==> src/rtl/vnacc_pkg.sv <==
// package for the vertex normal accumulator
// command and status codes, default sizes and the controller/datapath interface types
// no dependencies
package vnacc_pkg;

    localparam int MAX_VERTICES_DEF         = 4096;
    localparam int MAX_BORDER_VERTICES_DEF  = 256;
    localparam int MAX_TRIANGLES_DEF        = 8192;
    localparam int MAX_BORDER_TRIANGLES_DEF = 512;

    localparam int IN_DATA_W  = 152;
    localparam int IN_USER_W  = 3;
    localparam int OUT_DATA_W = 48;
    localparam int OUT_USER_W = 2;

    typedef enum logic [2:0] {
        CMD_CLEAR   = 3'd0,
        CMD_WRITE   = 3'd1,
        CMD_ADD     = 3'd2,
        CMD_COMPUTE = 3'd3,
        CMD_READ    = 3'd4
    } cmd_e_t;

    typedef enum logic [1:0] {
        ST_OK    = 2'd0,
        ST_RANGE = 2'd1,
        ST_FULL  = 2'd2,
        ST_ZERO  = 2'd3
    } status_e_t;

    typedef enum logic [4:0] {
        OP_NONE,
        OP_LOAD,
        OP_EXEC,
        OP_SWEEP,
        OP_WALK_INIT,
        OP_NEXT_PART,
        OP_TRI_RD,
        OP_FETCH,
        OP_EDGE,
        OP_SHIFT,
        OP_MUL,
        OP_NLOAD,
        OP_SQ,
        OP_ZERO_STAT,
        OP_SQRT_INIT,
        OP_SQRT,
        OP_DIV_INIT,
        OP_DIV,
        OP_DIV_END,
        OP_SUM_RD,
        OP_SUM_WR,
        OP_TRI_NEXT,
        OP_RSUM_RD,
        OP_RSUM_LD
    } dp_op_t;

    typedef struct packed {
        dp_op_t     op;
        logic [4:0] step;
        logic [1:0] comp;
    } dp_cmd_t;

    typedef struct packed {
        logic [2:0] kind;
        logic       read_ok;
        logic       lanes_big;
        logic       sum_zero;
        logic       sweep_last;
        logic       tri_avail;
        logic       part_border;
        logic       corner_neg;
    } dp_stat_t;

endpackage

==> src/rtl/vnacc_ctrl.sv <==
// controller state machine for the vertex normal accumulator
// sequences the datapath through clear, write, add, compute and read
// depends on vnacc_pkg
module vnacc_ctrl (
    input  logic                clk,
    input  logic                rst_n,
    input  logic                s_valid,
    output logic                s_ready,
    input  logic                out_free,
    output logic                res_load,
    output vnacc_pkg::dp_cmd_t  cmd,
    input  vnacc_pkg::dp_stat_t stat
);

    typedef enum logic [4:0] {
        S_RST_SWEEP,
        S_IDLE,
        S_EXEC,
        S_SWEEP,
        S_WALK_INIT,
        S_WALK,
        S_TRI_RD,
        S_FETCH,
        S_EDGE,
        S_RED,
        S_MUL,
        S_NLOAD,
        S_SQ,
        S_ZCHK,
        S_SQRT,
        S_DIV_INIT,
        S_DIV,
        S_DIV_END,
        S_SUM_RD,
        S_SUM_WR,
        S_TRI_NEXT,
        S_RSUM_RD,
        S_RSUM_LD,
        S_DONE
    } state_t;

    state_t     state_reg, state_next;
    logic [4:0] step_reg, step_next;
    logic [1:0] comp_reg, comp_next;
    logic       red_sel_reg, red_sel_next;
    logic       is_read;

    assign is_read  = (stat.kind == vnacc_pkg::CMD_READ);
    assign s_ready  = (state_reg == S_IDLE);
    assign res_load = (state_reg == S_DONE) && out_free;

    always_comb
    begin
        state_next   = state_reg;
        step_next    = step_reg;
        comp_next    = comp_reg;
        red_sel_next = red_sel_reg;
        cmd.op       = vnacc_pkg::OP_NONE;
        cmd.step     = step_reg;
        cmd.comp     = comp_reg;
        case (state_reg)
            S_RST_SWEEP:
            begin
                cmd.op = vnacc_pkg::OP_SWEEP;
                if (stat.sweep_last)
                    state_next = S_IDLE;
            end
            S_IDLE:
            begin
                if (s_valid)
                begin
                    cmd.op     = vnacc_pkg::OP_LOAD;
                    state_next = S_EXEC;
                end
            end
            S_EXEC:
            begin
                cmd.op = vnacc_pkg::OP_EXEC;
                case (stat.kind)
                    vnacc_pkg::CMD_CLEAR:   state_next = S_SWEEP;
                    vnacc_pkg::CMD_COMPUTE: state_next = S_SWEEP;
                    vnacc_pkg::CMD_READ:    state_next = stat.read_ok ? S_RSUM_RD : S_DONE;
                    default:                state_next = S_DONE;
                endcase
            end
            S_SWEEP:
            begin
                cmd.op = vnacc_pkg::OP_SWEEP;
                if (stat.sweep_last)
                    state_next = (stat.kind == vnacc_pkg::CMD_COMPUTE) ? S_WALK_INIT : S_DONE;
            end
            S_WALK_INIT:
            begin
                cmd.op     = vnacc_pkg::OP_WALK_INIT;
                state_next = S_WALK;
            end
            S_WALK:
            begin
                if (stat.tri_avail)
                    state_next = S_TRI_RD;
                else if (!stat.part_border)
                    cmd.op = vnacc_pkg::OP_NEXT_PART;
                else
                    state_next = S_DONE;
            end
            S_TRI_RD:
            begin
                cmd.op     = vnacc_pkg::OP_TRI_RD;
                step_next  = 5'd0;
                state_next = S_FETCH;
            end
            S_FETCH:
            begin
                cmd.op = vnacc_pkg::OP_FETCH;
                if (step_reg == 5'd3)
                    state_next = S_EDGE;
                else
                    step_next = step_reg + 5'd1;
            end
            S_EDGE:
            begin
                cmd.op       = vnacc_pkg::OP_EDGE;
                red_sel_next = 1'b0;
                state_next   = S_RED;
            end
            S_RED:
            begin
                if (stat.lanes_big)
                    cmd.op = vnacc_pkg::OP_SHIFT;
                else
                begin
                    step_next  = 5'd0;
                    state_next = red_sel_reg ? S_SQ : S_MUL;
                end
            end
            S_MUL:
            begin
                cmd.op = vnacc_pkg::OP_MUL;
                if (step_reg == 5'd6)
                    state_next = S_NLOAD;
                else
                    step_next = step_reg + 5'd1;
            end
            S_NLOAD:
            begin
                cmd.op       = vnacc_pkg::OP_NLOAD;
                red_sel_next = 1'b1;
                state_next   = S_RED;
            end
            S_SQ:
            begin
                cmd.op = vnacc_pkg::OP_SQ;
                if (step_reg == 5'd3)
                    state_next = S_ZCHK;
                else
                    step_next = step_reg + 5'd1;
            end
            S_ZCHK:
            begin
                if (stat.sum_zero)
                begin
                    if (is_read)
                    begin
                        cmd.op     = vnacc_pkg::OP_ZERO_STAT;
                        state_next = S_DONE;
                    end
                    else
                        // degenerate triangle adds nothing
                        state_next = S_TRI_NEXT;
                end
                else
                begin
                    cmd.op     = vnacc_pkg::OP_SQRT_INIT;
                    step_next  = 5'd0;
                    state_next = S_SQRT;
                end
            end
            S_SQRT:
            begin
                cmd.op = vnacc_pkg::OP_SQRT;
                if (step_reg == 5'd31)
                begin
                    comp_next  = 2'd0;
                    state_next = S_DIV_INIT;
                end
                else
                    step_next = step_reg + 5'd1;
            end
            S_DIV_INIT:
            begin
                cmd.op     = vnacc_pkg::OP_DIV_INIT;
                step_next  = 5'd0;
                state_next = S_DIV;
            end
            S_DIV:
            begin
                cmd.op = vnacc_pkg::OP_DIV;
                if (step_reg == 5'd14)
                    state_next = S_DIV_END;
                else
                    step_next = step_reg + 5'd1;
            end
            S_DIV_END:
            begin
                cmd.op = vnacc_pkg::OP_DIV_END;
                if (comp_reg == 2'd2)
                begin
                    step_next  = 5'd0;
                    state_next = is_read ? S_DONE : S_SUM_RD;
                end
                else
                begin
                    comp_next  = comp_reg + 2'd1;
                    state_next = S_DIV_INIT;
                end
            end
            S_SUM_RD:
            begin
                if (stat.corner_neg)
                begin
                    // border corners keep no sum
                    if (step_reg == 5'd2)
                        state_next = S_TRI_NEXT;
                    else
                        step_next = step_reg + 5'd1;
                end
                else
                begin
                    cmd.op     = vnacc_pkg::OP_SUM_RD;
                    state_next = S_SUM_WR;
                end
            end
            S_SUM_WR:
            begin
                cmd.op = vnacc_pkg::OP_SUM_WR;
                if (step_reg == 5'd2)
                    state_next = S_TRI_NEXT;
                else
                begin
                    step_next  = step_reg + 5'd1;
                    state_next = S_SUM_RD;
                end
            end
            S_TRI_NEXT:
            begin
                cmd.op     = vnacc_pkg::OP_TRI_NEXT;
                state_next = S_WALK;
            end
            S_RSUM_RD:
            begin
                cmd.op     = vnacc_pkg::OP_RSUM_RD;
                state_next = S_RSUM_LD;
            end
            S_RSUM_LD:
            begin
                cmd.op       = vnacc_pkg::OP_RSUM_LD;
                red_sel_next = 1'b1;
                state_next   = S_RED;
            end
            S_DONE:
            begin
                if (out_free)
                    state_next = S_IDLE;
            end
            default:
            begin
                state_next = S_IDLE;
            end
        endcase
    end

    always_ff @(posedge clk or negedge rst_n)
    begin
        if (!rst_n)
        begin
            state_reg   <= S_RST_SWEEP;
            step_reg    <= 5'd0;
            comp_reg    <= 2'd0;
            red_sel_reg <= 1'b0;
        end
        else
        begin
            state_reg   <= state_next;
            step_reg    <= step_next;
            comp_reg    <= comp_next;
            red_sel_reg <= red_sel_next;
        end
    end

endmodule

==> config.mk <==
export PLATFORM = sky130hd
export DESIGN_NAME = vnacc_ctrl
export DESIGN_NICKNAME = d
export VERILOG_FILES = /design/src/rtl/vnacc_pkg.sv /design/src/rtl/vnacc_ctrl.sv
export SDC_FILE = /design/constraint.sdc
export NUM_CORES = 1
export LEC_CHECK = 0
export BUFFER_PORTS_ARGS = -buffer_cell sky130_fd_sc_hd__buf_2
export CAP_MARGIN = 40
export CORE_MARGIN = 4
export CORE_UTILIZATION = 30
export CTS_CLUSTER_SIZE = 40
export DETAILED_ROUTE_END_ITERATION = 8
export PLACE_DENSITY_LB_ADDON = 0.25
export SLEW_MARGIN = 0
export SYNTH_ARGS = -nofsm -noshare
export SYNTH_HDL_FRONTEND = slang
export SYNTH_SLANG_ARGS = --single-unit
export TNS_END_PERCENT = 100
==> constraint.sdc <==
create_clock -name clk -period 3.57 [get_ports clk]
set_input_delay 0.5355 -clock clk [delete_from_list [all_inputs] [get_ports clk]]
set_output_delay 0.5355 -clock clk [all_outputs]
set_load 0.01 [all_outputs]
==> metrics.txt <==
WL/cell=about 16 µm; R2R depth=6; Power Internal=0.000775 W; r2r setup slk=around 0.93 ns; ANT cells=0; main area contributors after synthesis=dfrtp_1 (19%), o21ai_0 (7.5%), nand2_1 (5.1%); critical path class=reg2out; initial antenna violation count=0; Max Fclk=about 350 MHz; Vias/cell=~5.9; fraction of layout cells with a size suffix above 1=0.192; Final GP Congestion=0.890; ys flop type=dfrtp_1; YS warnings=0; antenna viol nets, final=0; # fillers=roughly 580; total gr overflow=0; DR vias=1887; drt first pass iters=5; cells along the critical path=or3b_1 -> a21oi_1 -> a21oi_1 -> o22ai_1 -> nand4b_1 -> buf_2; area of the multi-input gates=1220 µm²; outcome=finished, final reports clean; Yosys cell types=62; CTS tree=built; Required @ worst endpoint=roughly 3.0 ns; Yosys top cell area share=0.194; area delta synth->final=13.6%; number of synthesized flops with an enable pin=0; RR Startpoint=state_reg[3]; met3 Use GR=0.0259; Clk Latency, worst-skew pair=roughly 0.24 ns; dpl hpwl=3.85 mm; critical path's largest stage delay=between 0.6 and 0.7 ns; first-pass GRT wire length=between 8 and 9 mm; worst path bufs/invs=1; largest net degree at the start of global routing=27; worst flop-to-flop path endpoint=step_reg[2]; H-tree levels=1; cell mode on critical path=a21oi_1; Finished Cell Area=about 1900 µm²; deepest clock path buffer count=2; most common cell in the synthesized netlist=o21ai_0; Core Region=5270 µm²; Yosys reg bits=13; TritonCTS Buffers=3; Net Count, Synth=between 200 and 300; highest-delay cell along the critical path=dfrtp_1; die width=about 83 µm; post-synthesis sequential area ratio=0.194; Final TNS setup=0 ns; Die ar.=around 6900 µm²; worst rel slew slack=0.466; max-cap violations=0; CP Max Fanout=26; Final Cycle Share=0.797; drt drc=0; starting density of the core=0.318; power density of the placed cells=880 nW/µm²; synthesized instance count=between 200 and 250; worst hold-check path type=in2async; biggest area consumer among synthesized cells=dfrtp_1; Sw Pwr=roughly 0.0009 W; endpoint class of the critical path=output pin; measured slew at the worst slew-check pin=approximately 0.8 ns; commonest cells in the synthesized netlist=o21ai_0 (25), nand2_1 (23), dfrtp_1 (13), nor2_1 (13), clkbuf_1 (12); final period demand of the worst path=2.85 ns; Critical Path Start Type=register; Crit path max-delay family=simple AND/OR/NAND/NOR gates; Worst-path clk slew=0.06 ns; routed wire length=5.19 mm; fin. max-slew vios=0; clock sink count=13; RSZ-0062 raised after global routing=no; met2 Usage GRT=0.223; mapped cell area=1680 µm²; Syn Area/Cell=approximately 7.2 µm²; CTS Hold Bufs=0; Buffers on Ports=27; Resized cells post-CTS=0; initial drt markers=151; asr flop ratio synth=1.00; clk_skew=0.00273 ns; die span in y=slightly above 80 µm; GRT Util Overall=0.156; Clk pwr share=0.078; combinational fraction of design power=0.711; Sw Share=0.538; Sequential Area=between 300 and 400 µm²; GRT busiest layer=met1; final setup violation count=0; Hold Vio Cnt, Final=0; Leak=just under 0.8 nW; Placed Instance Area=around 1900 µm²; I/O pins=28; row count=26; net total in the final layout=around 270; post-CTS setup buffers=0; Flop pwr share=0.211; vias in the first global route=around 1600; met1 Use GR=0.238; CTS root buffer=clkbuf_8; IR drop worst, VDD=slightly above 0.0004 V; Critical Path AT=around 2.3 ns
[final cells by class]
type	count	area share
repair buffers	35	0.102
well taps	70	0.0460
clock buffers	4	0.0236
flip-flops and latches	13	0.171
multi-input cells	190	0.641
inverters	8	0.0158
[through the flow]
| step | setup WS (ns) | hold slack, ns | instances | total power [W] | utilization |
|---|---|---|---|---|---|
| after CTS | 0.769 | 0.187 | 320 | 0.00166 | 0.362 |
| after global placement | 0.956 | 0.442 | 316 | 0.00155 | 0.353 |
| after detailed placement | 1.01 | 0.451 | 316 | 0.00153 | 0.353 |
| final | 0.723 | 0.178 | 320 | 0.00168 | 0.362 |
| after floorplan | 1.23 | 0.240 | 232 | 0.00121 | - |
| after global routing | 0.560 | 0.193 | 320 | 0.00184 | 0.362 |
[worst max path at each step]
stage,from,end,cells past startpoint,slack [ns]
2_1_floorplan,step_reg[0],state_reg[4],8,1.23
3_3_place_gp,state_reg[4],state_reg[4],5,0.96
3_5_place_dp,state_reg[2],state_reg[4],5,1.01
4_1_cts,state_reg[2],cmd[7],6,0.77
5_1_grt,state_reg[2],cmd[7],6,0.56
6_report,state_reg[2],cmd[7],6,0.72
[layout by cell type (no fill, tap or decap), types with 6 or more instances in the layout]
cell / netlist / layout
buf_2: 5 / 27
dfrtp_1: 13 / 13
a21oi_1: 11 / 11
nand2_1: 23 / 23
inv_1: 7 / 7
o21ai_0: 25 / 25
nor2_1: 13 / 13
nand2b_1: 6 / 6
buf_4: 0 / 8
nor3_1: 11 / 11
nand3_1: 6 / 6
nor2b_1: 7 / 7
[kinds of logic after synthesis]
| logic type | synth area share |
|---|---|
| adder cells (fa/ha/maj) | 0.0298 |
| flip-flops | 0.194 |
| buffers and inverters | 0.0776 |
| XOR/XNOR | 0.0104 |
| AO/OA/AOI/OAI | 0.321 |
| AND/OR/NAND/NOR | 0.345 |
| multiplexers | 0.0216 |
[per-layer routing]
layer	part of all wire	wire, µm
met1	0.46	2400
met2	0.44	2300
met3	0.088	454
met4	0.0064	33
met5	0	0
[power by group through the flow]
stage | sequential (W) | combinational [W] | clock (W)
after floorplan | 0.000249 | 0.000958 | 0
after global placement | 0.000357 | 0.00119 | 0
after detailed placement | 0.000353 | 0.00117 | 0
after CTS | 0.000351 | 0.00118 | 0.000134
after global routing | 0.000373 | 0.00132 | 0.000145
final | 0.000354 | 0.00119 | 0.000131
[worst reg2reg max path: cells and delay by family (launching register included)]
kind            cells  cell delay [ns]
flops               1             0.72
simple gates        4             1.49
compound gates      2             0.36
Power figures use the tool's default switching activity.
